## src/sv/bfms_pkg.sv

```systemverilog
package bfms_pkg;

   localparam int PROG_DEPTH_DEF = 4096;
   localparam int TAPE_DEPTH_DEF = 4096;

   localparam int OP_W        = 2;
   localparam int PROG_ADDR_W = 12;
   localparam int BYTE_W      = 8;
   localparam int STATUS_W    = 2;
   localparam int TAPE_SIZE_W = 13;

   localparam logic [TAPE_SIZE_W-1:0] TAPE_SIZE_RESET = 13'd4096;

   localparam logic [OP_W-1:0] OP_LOAD    = 2'd0;
   localparam logic [OP_W-1:0] OP_STEP    = 2'd1;
   localparam logic [OP_W-1:0] OP_RESTART = 2'd2;

   localparam logic [STATUS_W-1:0] ST_RUN     = 2'd0;
   localparam logic [STATUS_W-1:0] ST_HALT    = 2'd1;
   localparam logic [STATUS_W-1:0] ST_OOM     = 2'd2;
   localparam logic [STATUS_W-1:0] ST_BRACKET = 2'd3;

   typedef struct packed {
      logic [OP_W-1:0]        op;
      logic [PROG_ADDR_W-1:0] prog_addr;
      logic [BYTE_W-1:0]      prog_char;
      logic [BYTE_W-1:0]      in_byte;
   } req_type;

   typedef struct packed {
      logic                out_valid;
      logic [BYTE_W-1:0]   out_byte;
      logic                input_used;
      logic [STATUS_W-1:0] status;
   } rsp_type;

   typedef struct packed {
      logic capture;
      logic exec;
      logic scan;
      logic finish;
   } cmd_type;

   typedef struct packed {
      logic scan_start;
      logic scan_done;
      logic rsp_free;
   } stat_type;

endpackage

```

## src/sv/bfms_ctrl.sv

```systemverilog
module bfms_ctrl
   import bfms_pkg::*;
(
   input  logic     clock,
   input  logic     reset,
   input  logic     req_valid,
   output logic     req_stall,
   input  stat_type stat,
   output cmd_type  cmd
);

   typedef enum logic [3:0] {
      S_IDLE   = 4'b0001,
      S_EXEC   = 4'b0010,
      S_SCAN   = 4'b0100,
      S_RESULT = 4'b1000
   } state_type;

   state_type state_ff, state_in;

   always_comb begin
      state_in = state_ff;
      cmd      = '0;
      unique case (state_ff)
         S_IDLE: begin
            cmd.capture = req_valid;
            if (req_valid) begin
               state_in = S_EXEC;
            end
         end
         S_EXEC: begin
            cmd.exec = 1'b1;
            state_in = stat.scan_start ? S_SCAN : S_RESULT;
         end
         S_SCAN: begin
            cmd.scan = 1'b1;
            if (stat.scan_done) begin
               state_in = S_RESULT;
            end
         end
         S_RESULT: begin
            if (stat.rsp_free) begin
               cmd.finish = 1'b1;
               state_in   = S_IDLE;
            end
         end
         default: begin
            state_in = S_IDLE;
         end
      endcase
   end

   always_ff @(posedge clock) begin
      if (reset) begin
         state_ff <= S_IDLE;
      end else begin
         state_ff <= state_in;
      end
   end

   assign req_stall = (state_ff != S_IDLE);

endmodule

```

## config.mk

```make
export PLATFORM = sky130hd
export DESIGN_NAME = bfms_ctrl
export DESIGN_NICKNAME = d
export VERILOG_FILES = /design/src/sv/bfms_pkg.sv /design/src/sv/bfms_ctrl.sv
export SDC_FILE = /design/constraint.sdc
export NUM_CORES = 1
export LEC_CHECK = 0
export BUFFER_PORTS_ARGS = -buffer_cell sky130_fd_sc_hd__buf_2
export CAP_MARGIN = 20
export CORE_AREA = 3 3 40 42
export DETAILED_ROUTE_END_ITERATION = 12
export DIE_AREA = 0 0 43 45
export GPL_TIMING_DRIVEN = 0
export SLEW_MARGIN = 30
export SYNTH_ARGS = -nofsm -noshare
export SYNTH_HDL_FRONTEND = slang
export SYNTH_SLANG_ARGS = --single-unit
export TNS_END_PERCENT = 20
```

## constraint.sdc

```tcl
create_clock -name clock -period 1.6 [get_ports clock]
set_clock_uncertainty 0.1 [all_clocks]
set_input_delay 0.16 -clock clock [delete_from_list [all_inputs] [get_ports clock]]
set_output_delay 0.16 -clock clock [all_outputs]
set_load 0.005 [all_outputs]
```

==> results of run 1 <==
## worst max-delay path, delay by kind of cell (launching register included)
family                 cells  cell delay (ns)
and+or+nand+nor            2             0.53
DFF                        1             0.41
buffers and inverters      1             0.11
## per-stage QoR
stage               power, uW  hold slack (ns)
floorplan               149.6           0.1316
global placement        171.3           0.2936
detailed placement      172.0           0.2987
CTS                     299.1          0.05202
global route            318.0          0.07195
finish                  296.2          0.05690
## layout by cell type, fill, tap and decap left out
cell type and count:
inv_1 1, nor2_1 4, buf_6 1, nor2b_1 1
and2_2 1, nor3_1 2, nor3b_2 1, mux2_2 1
buf_2 10, nor3b_1 1, nor4b_2 1, dfxtp_1 4
and4b_1 2, a31o_2 1, nor4b_4 2, a211o_1 1
o21ai_0 1, a32oi_1 1, clkbuf_4 3
## final cells by class
class	instances	area (um2)	share of cell area
clock buffer	3	22.52	0.06081
inverter	1	3.754	0.01014
timing repair buffer	10	50.05	0.1351
buffer	1	11.26	0.03041
tap	15	18.77	0.05068
sequential	4	80.08	0.2162
multi-input combinational	20	183.9	0.4966
## metal layers
layer	part of all wire	global-route usage	up-vias	wire length (um)
li1	-	-	127	-
met1	0.48	0.08916	104	268
met2	0.42	0.08084	9	234
met3	0.097	0.02390	0	54
met4	0	0.07229	0	0
met5	0	0	-	0
## kinds of logic (layout without fill, tap and decap cells)
family / after synthesis / count (layout) / share of synthesized area
buffers and inverters: 2 / 15 / 0.05554
DFF: 4 / 4 / 0.2963
muxes: 1 / 1 / 0.04166
and+or+nand+nor: 15 / 15 / 0.4908
AOI/OAI and AO/OA: 4 / 4 / 0.1157
## path summary, 6_finish.rpt
kind | startpoint | end | slack, ns
worst max-delay path | state_ff[3] | cmd[3] | 0.07
worst min-delay path | reset | state_ff[1] | 0.06
worst max register to register | state_ff[3] | state_ff[0] | 0.21
worst min register to register | state_ff[2] | state_ff[2] | 0.57
## where the power goes
group / internal (uW) / switching, uW / total, uW
Sequential: 106 / 11.2 / 117
Clock: 83.6 / 37.1 / 121
Combinational: 34.2 / 23.8 / 58.0
## synth_stat cells
cell	count	area share
dfxtp_1	4	0.30
nor2_1	4	0.056
and4b_1	2	0.074
nor3_1	2	0.037
nor4b_2	2	0.11
a211o_1	1	0.032
a31o_2	1	0.032
a32oi_1	1	0.032
and2_2	1	0.028
buf_6	1	0.042
inv_1	1	0.014
mux2_2	1	0.042
nor2b_1	1	0.023
nor3b_1	1	0.028
nor3b_2	1	0.046
nor4b_4	1	0.088
o21ai_0	1	0.019
## repair_timing
action	4_1_cts	5_1_grt
endpoints found under the setup margin	0	1
setup buffers	0	0
gates resized for setup	0	1
==> results.toml, run 1 <==
[grt]
grt_overflow = 0
track_usage = 0.06828
grt_first_pass_wirelength_um = 910
grt_pass1_vias = 212
antenna_found_initial = 0
grt_max_degree = 10

[timing]
worst_pin_slew_ns = 0.3755
final_hold_viol_count = 0
slew_headroom = 0.7493
rsz0062_at_grt = "no"
maxSlewViolCount = 0
max_freq_mhz = 652.1
finalSetupTns_ns = 0
fin_crit_sh = 0.9585
min_period_ns = 1.534
layout_setup_ws_ns = 0.06646
setup_viol = 0

[floorplan]
core-area_um2 = 1285
fp.dieH_um = 45
die_area_um2 = 1935
start_util = 0.2103
rows = 13
die_x_um = 43
io_pins = 11

[yosys]
synth.yosys.seq_area_share = 0.2963
synth_warnings = 0
syn_nets = 32
syn_inst = 26
avgSynthCellArea_um2 = 10.39
synth-seq-cells = 4
syn_area_um2 = 270.3
synth_cell_types = 17

[layout]
layout-drive-gt1-share = 0.5385
fin_cells = 54
final_util = 0.2882
fill_cells = 145
reg_top3 = "state_ff x4"
syn_to_final_growth_pct = 37.04
insertedDiodeCount = 0
fin_nets = 47
regMostFlops = "state_ff"
largest_reg_flops = 4
finalInstanceArea_um2 = 370.4

[routing]
wl_per_cell_um = 10.31
vias = 240
drt-total-wl_um = 557
via_per_inst = 4.444
drtIter0Drc = 3
antenna_left = 0
dr.pass1.iters = 4
remaining_drc_errors = 0

[min_path]
hp-class = "input port to register"
hold-path-cell-count = 2

[power]
leakage_uw = 0.0001701
ir_worst_vdd_mv = 0.2707
pwr_density_cell_nw_per_um2 = 799.9

[clocking]
numCtsBuffers = 3
insertion_delay_ns = 0.23
cts_tree = "done"
cts-root-buf = "clkbuf_4"
cts_sinks = 4
cts_hold_buf = 0
htreeDepth = 1
cts_buffer_depth = 2
path_clk_slew_ns = 0.04

[worst_setup_path]
cp_slowest_cell = "dfxtp_1"
end_kind = "primary output"
worstSetupStartpointType = "register"
path_max_fanout = 8
arrival_ns = 1.27
slowest_delay_ns = 0.41
reg2reg_depth = 3
worstPathRequired_ns = 1.34
crit_type = "register to primary output"
path_cells = "nor4b_4 > and2_2 > buf_2"

[status]
outcome = "complete, no violations"

[placed_design]
pre_cts_ws_ns = 0.2286
routabilityCongestion = 0.6742
place_area_um2 = 339.1
dp_hpwl_um = 440.5
placedCellCount = 51
numPortBuffers = 10

[flow_run]
drv_cap = 0
Note: power is estimated with default switching activity, not from simulation.
==> run 2: changes to the inputs <==
CORE_AREA = 2 2 39 41   (was 3 3 40 42)
DIE_AREA = 0 0 41 43   (was 0 0 43 45)
==> run 2 against run 1 <==
  * Clock-buffer cell count did not move
  * Final cell count rose by 3.7%
  * First-iteration DRC count fell by 67%
  * Sequential share of layout area fell by 0.24 points
  * Sequential power barely moved
  * Cell area rose by 2.7%
  * Core utilization fell by 1.3 points
  * Non-clock buffer count rose by 1
  * Worst setup slack improved by 0.039 ns
  * Worst hold slack got worse by 0.0068 ns
  * Global-route usage rose by 1.8 points
  * Critical path type unchanged
  * Largest cell class unchanged
  * Largest power group unchanged
  * Highest routed layer is now met4
==> results.toml, run 2 (same netlist as run 1, synthesis figures left out) <==
[placed_design]
numPortBuffers = 10
routabilityCongestion = 0.6442
dp_hpwl_um = 463

[grt]
track_usage = 0.08626
grt_overflow = 0
grt_pass1_vias = 254
grt_first_pass_wirelength_um = 1000
antenna_found_initial = 0
grt_max_degree = 10

[clocking]
insertion_delay_ns = 0.23
cts_hold_buf = 0
cts_tree = "done"
cts-root-buf = "clkbuf_4"
cts_sinks = 4
path_clk_slew_ns = 0.04
numCtsBuffers = 3
cts_buffer_depth = 2
htreeDepth = 1

[layout]
layout-drive-gt1-share = 0.5750
reg_top3 = "state_ff x4"
insertedDiodeCount = 0
regMostFlops = "state_ff"
mostFrequentLayoutCells = "buf_2, nor2_1, clkbuf_4, dfxtp_1"
largest_reg_flops = 4
fin_nets = 48
final_common_cell = "buf_2"
syn_to_final_growth_pct = 40.74

[routing]
remaining_drc_errors = 0
drt-total-wl_um = 545
antenna_left = 0
dr.pass1.iters = 2
wl_per_cell_um = 9.732
via_per_inst = 4.482
vias = 251
drtIter0Drc = 1

[timing]
hold-worst-slack_ns = 0.05015
worst_pin_slew_ns = 0.3752
fin_crit_sh = 0.9342
max_freq_mhz = 669.0
final_hold_viol_count = 0
min_period_ns = 1.495
slew_headroom = 0.7496
rsz0062_at_grt = "no"
setup_viol = 0
finalSetupTns_ns = 0
maxSlewViolCount = 0

[status]
outcome = "complete, no violations"

[worst_setup_path]
path_max_fanout = 9
slowest_delay_ns = 0.29
cp_slowest_cell = "dfxtp_1"
end_kind = "primary output"
arrival_ns = 1.23
crit_type = "register to primary output"
worstPathRequired_ns = 1.34
path_cells = "buf_6 > nor4b_4 > and2_2 > buf_2"
worstSetupStartpointType = "register"

[flow_run]
drv_cap = 0

[floorplan]
start_util = 0.1953
io_pins = 11
die_area_um2 = 1763
fp.dieH_um = 43
core-area_um2 = 1384
rows = 14
die_x_um = 41

[power]
ir_worst_vdd_mv = 0.2014
pwr_density_cell_nw_per_um2 = 789.5
leakage_uw = 0.0001744

[min_path]
hp-class = "input port to register"
## run 2: changes by cell type in the layout (fill, tap and decap cells not counted), sizes merged
cell	before	now
buf	11	12
## run 2: layout make-up
cell class                      count  area (um2)
Tap cell                           16       20.02
Multi-Input combinational cell     20       183.9
Inverter                            1       3.754
Clock buffer                        3       22.52
Timing Repair Buffer               11       57.56
Sequential cell                     4       81.33
Buffer                              1       11.26
Fill cell                         154        1003
## run 2: per-layer routing
metal / up-vias / routed length, um / GRT usage
met1: 115 / 216 / 0.09936
met2: 5 / 285 / 0.1125
met3: 2 / 37 / 0.03665
met5: - / 0 / 0
met4: 0 / 5 / 0.08000
li1: 129 / - / -
## run 2: what timing repair did
| action | in CTS | in global routing |
|---|---|---|
| endpoints found under the setup margin | 0 | 2 |
| buffers inserted | 0 | 1 |
| resized for setup | 0 | 2 |
## run 2: worst max-delay path: cells and delay by family (launching register included)
family	cells	cell delay [ns]
buffers and inverters	2	0.23
DFF	1	0.29
and+or+nand+nor	2	0.47
## run 2: path summary, 6_finish.rpt
path | from | endpoint | slack [ns] | depth (start not counted)
worst min-delay path | reset | state_ff[1] | 0.05 | 2
worst max-delay path | state_ff[2] | cmd[3] | 0.11 | 4
worst min register to register | state_ff[2] | state_ff[2] | 0.56 | 3
worst max register to register | state_ff[3] | state_ff[0] | 0.19 | 3
## run 2: stage by stage
step	worst slack, ns	cell area, um2	std cells	utilization	total power (uW)
after floorplan	0.3223	270.3	26	-	149.6
after global placement	0.2381	340.3	52	0.2459	170.6
after detailed placement	0.2118	340.3	52	0.2459	171.7
after CTS	0.01957	362.8	55	0.2622	297.7
after global routing	0.009165	380.4	56	0.2749	327.4
final	0.1053	380.4	56	0.2749	300.3
## run 2: where the power goes
group          leakage, uW  internal (uW)  switching, uW
Sequential       0.0000324            107           11.1
Clock            0.0000138           83.5           35.5
Combinational     0.000128           39.2           23.8
Total             0.000174            230           70.5
==> run 3: changes to the inputs <==
ABC_AREA = 1   (was default)
CAP_MARGIN = default   (was 20)
TNS_END_PERCENT = 5   (was 20)
==> run 3 against run 2 <==
  * Maximum frequency increased by 11%
  * Critical endpoint unchanged
  * Cell area decreased by 5.6%
  * Non-clock buffer count decreased by 2
  * Worst hold slack got worse by 0.023 ns
  * Sequential cell count unchanged
  * Synthesized cell count increased by 65%
  * Sequential share of layout area increased by 0.92 points
  * Combinational power increased by 71%
  * Via count increased by 8.4%
==> results.toml, run 3 <==
[status]
outcome = "complete, no violations"

[floorplan]
fp.dieH_um = 43
rows = 14
die_area_um2 = 1763
core-area_um2 = 1384
start_util = 0.1926
io_pins = 11
die_x_um = 41

[yosys]
syn_nets = 49
syn_inst = 43
avgSynthCellArea_um2 = 6.198
synthTopCellsByCount = "nand2_1, inv_1, nor2_1"
yosysTopAreaCell = "dfxtp_1"
synth_top_cell_area_share = 0.3005
synth_warnings = 0
synth_cell_types = 11
synth_edf_count = 0
synth-seq-cells = 4
async_flop_share = 0
syn_area_um2 = 266.5
synth-main-ff-cell = "dfxtp_1"
yosysMostFrequentCell = "nand2_1"
synth.yosys.seq_area_share = 0.3005
synthTopCellsByArea = "dfxtp_1, nand2_1, nand3_2, inv_1, nor2_1"

[worst_setup_path]
worstSetupStartpointType = "register"
arrival_ns = 1.08
worstPathRequired_ns = 1.34
reg2reg_depth = 6
crit_type = "register to primary output"
path_max_fanout = 4
end_kind = "primary output"

[placed_design]
routabilityCongestion = 0.7180
pre_cts_ws_ns = 0.4804
numPortBuffers = 10
dp_hpwl_um = 459.9
placedCellCount = 69

[layout]
syn_to_final_growth_pct = 34.74
layout-drive-gt1-share = 0.4107
regMostFlops = "state_ff"
fin_nets = 64
largest_reg_flops = 4
insertedDiodeCount = 0
mostFrequentLayoutCells = "buf_2, nand2_1, inv_1"
fill_cells = 159
ff_latch_area_um2 = 80.08
reg_top3 = "state_ff x4"
multiInputGateArea_um2 = 148.9
fin_cells = 72
final_common_cell = "buf_2"

[timing]
rsz0062_at_grt = "no"
maxSlewViolCount = 0
setup_viol = 0
final_hold_viol_count = 0
finalSetupTns_ns = 0
min_period_ns = 1.341
layout_setup_ws_ns = 0.2595
fin_crit_sh = 0.8378
worst_pin_slew_ns = 0.1845
max_freq_mhz = 746.0
slew_headroom = 0.8768
hold-worst-slack_ns = 0.02742

[grt]
grt_overflow = 0
track_usage = 0.09027
antenna_found_initial = 0
grt_pass1_vias = 270
grt_max_degree = 5
grt_first_pass_wirelength_um = 1041

[min_path]
hold-path-cell-count = 2
hp-class = "input port to register"

[clocking]
cts-root-buf = "clkbuf_4"
postCtsSetupRepairBufs = 0
htreeDepth = 1
cts_resized = 0
cts_buffer_depth = 2
insertion_delay_ns = 0.23
cts_sinks = 4
path_clk_slew_ns = 0.04
cts_tree = "done"
numCtsBuffers = 3
cts_hold_buf = 0

[routing]
drt-total-wl_um = 525
remaining_drc_errors = 0
antenna_left = 0
wl_per_cell_um = 7.292
dr.pass1.iters = 4
vias = 272
via_per_inst = 3.778
drtIter0Drc = 4

[flow_run]
drv_cap = 0

[power]
ir_worst_vdd_mv = 0.3355
pwr_density_cell_nw_per_um2 = 977.9
leakage_uw = 0.0002174
[run 3: cell types whose count changed in the layout (fill, tap and decap cells not counted), moves of 2 or more]
| cell | previous run | this run |
|---|---|---|
| and4b_1 | 2 | 0 |
| inv_1 | 1 | 8 |
| inv_2 | 0 | 2 |
| nand2_1 | 0 | 9 |
| nand3_1 | 0 | 3 |
| nand3_2 | 0 | 3 |
| nor2_1 | 4 | 7 |
| nor2_2 | 0 | 4 |
| nor4b_4 | 2 | 0 |
[run 3: final cells by class]
cell class,instances,area share
Multi-Input combinational cell,29,0.4146
Sequential cell,4,0.2230
Timing Repair Buffer,10,0.1394
Inverter,10,0.1045
Clock buffer,3,0.06272
Tap cell,16,0.05575
[run 3: kinds of logic after synthesis]
| kind of cell | synth area share |
|---|---|
| AOI/OAI and AO/OA | 0.05163 |
| buffers and inverters | 0.1409 |
| DFF | 0.3005 |
| and+or+nand+nor | 0.5070 |
[run 3: power breakdown]
part	internal, uW	switching [uW]
Combinational	43.4	64.6
Sequential	112	10.6
Clock	83.6	36.5
Total	239	112
[run 3: worst paths after layout]
| kind | endpoint | slack [ns] | from |
|---|---|---|---|
| setup / recovery | cmd[3] | 0.26 | state_ff[3] |
| setup reg to reg | state_ff[0] | 0.49 | state_ff[3] |
| hold / removal | state_ff[2] | 0.03 | reset |
| hold reg to reg | state_ff[3] | 0.47 | state_ff[3] |
[run 3: worst max-delay path: stages, from the launching register on]
cell and delay, ns:
dfxtp_1 0.33, nor2_2 0.18, nand2_1 0.13, nor2_1 0.10, buf_2 0.11
[run 3: layer usage]
layer,GRT usage,share of wire,up-vias
met5,0,0,-
met4,0.08000,0,0
met3,0.03141,0.072,0
met2,0.1094,0.43,8
met1,0.1186,0.50,108
li1,-,-,156
[run 3: per-stage QoR]
stage | utilization | area (um2) | power [uW]
3_5_place_dp | 0.2432 | 336.6 | 234.0
4_1_cts | 0.2595 | 359.1 | 359.4
2_1_floorplan | - | 266.5 | 200.3
5_1_grt | 0.2595 | 359.1 | 390.3
3_3_place_gp | 0.2432 | 336.6 | 233.0
6_report | 0.2595 | 359.1 | 351.2
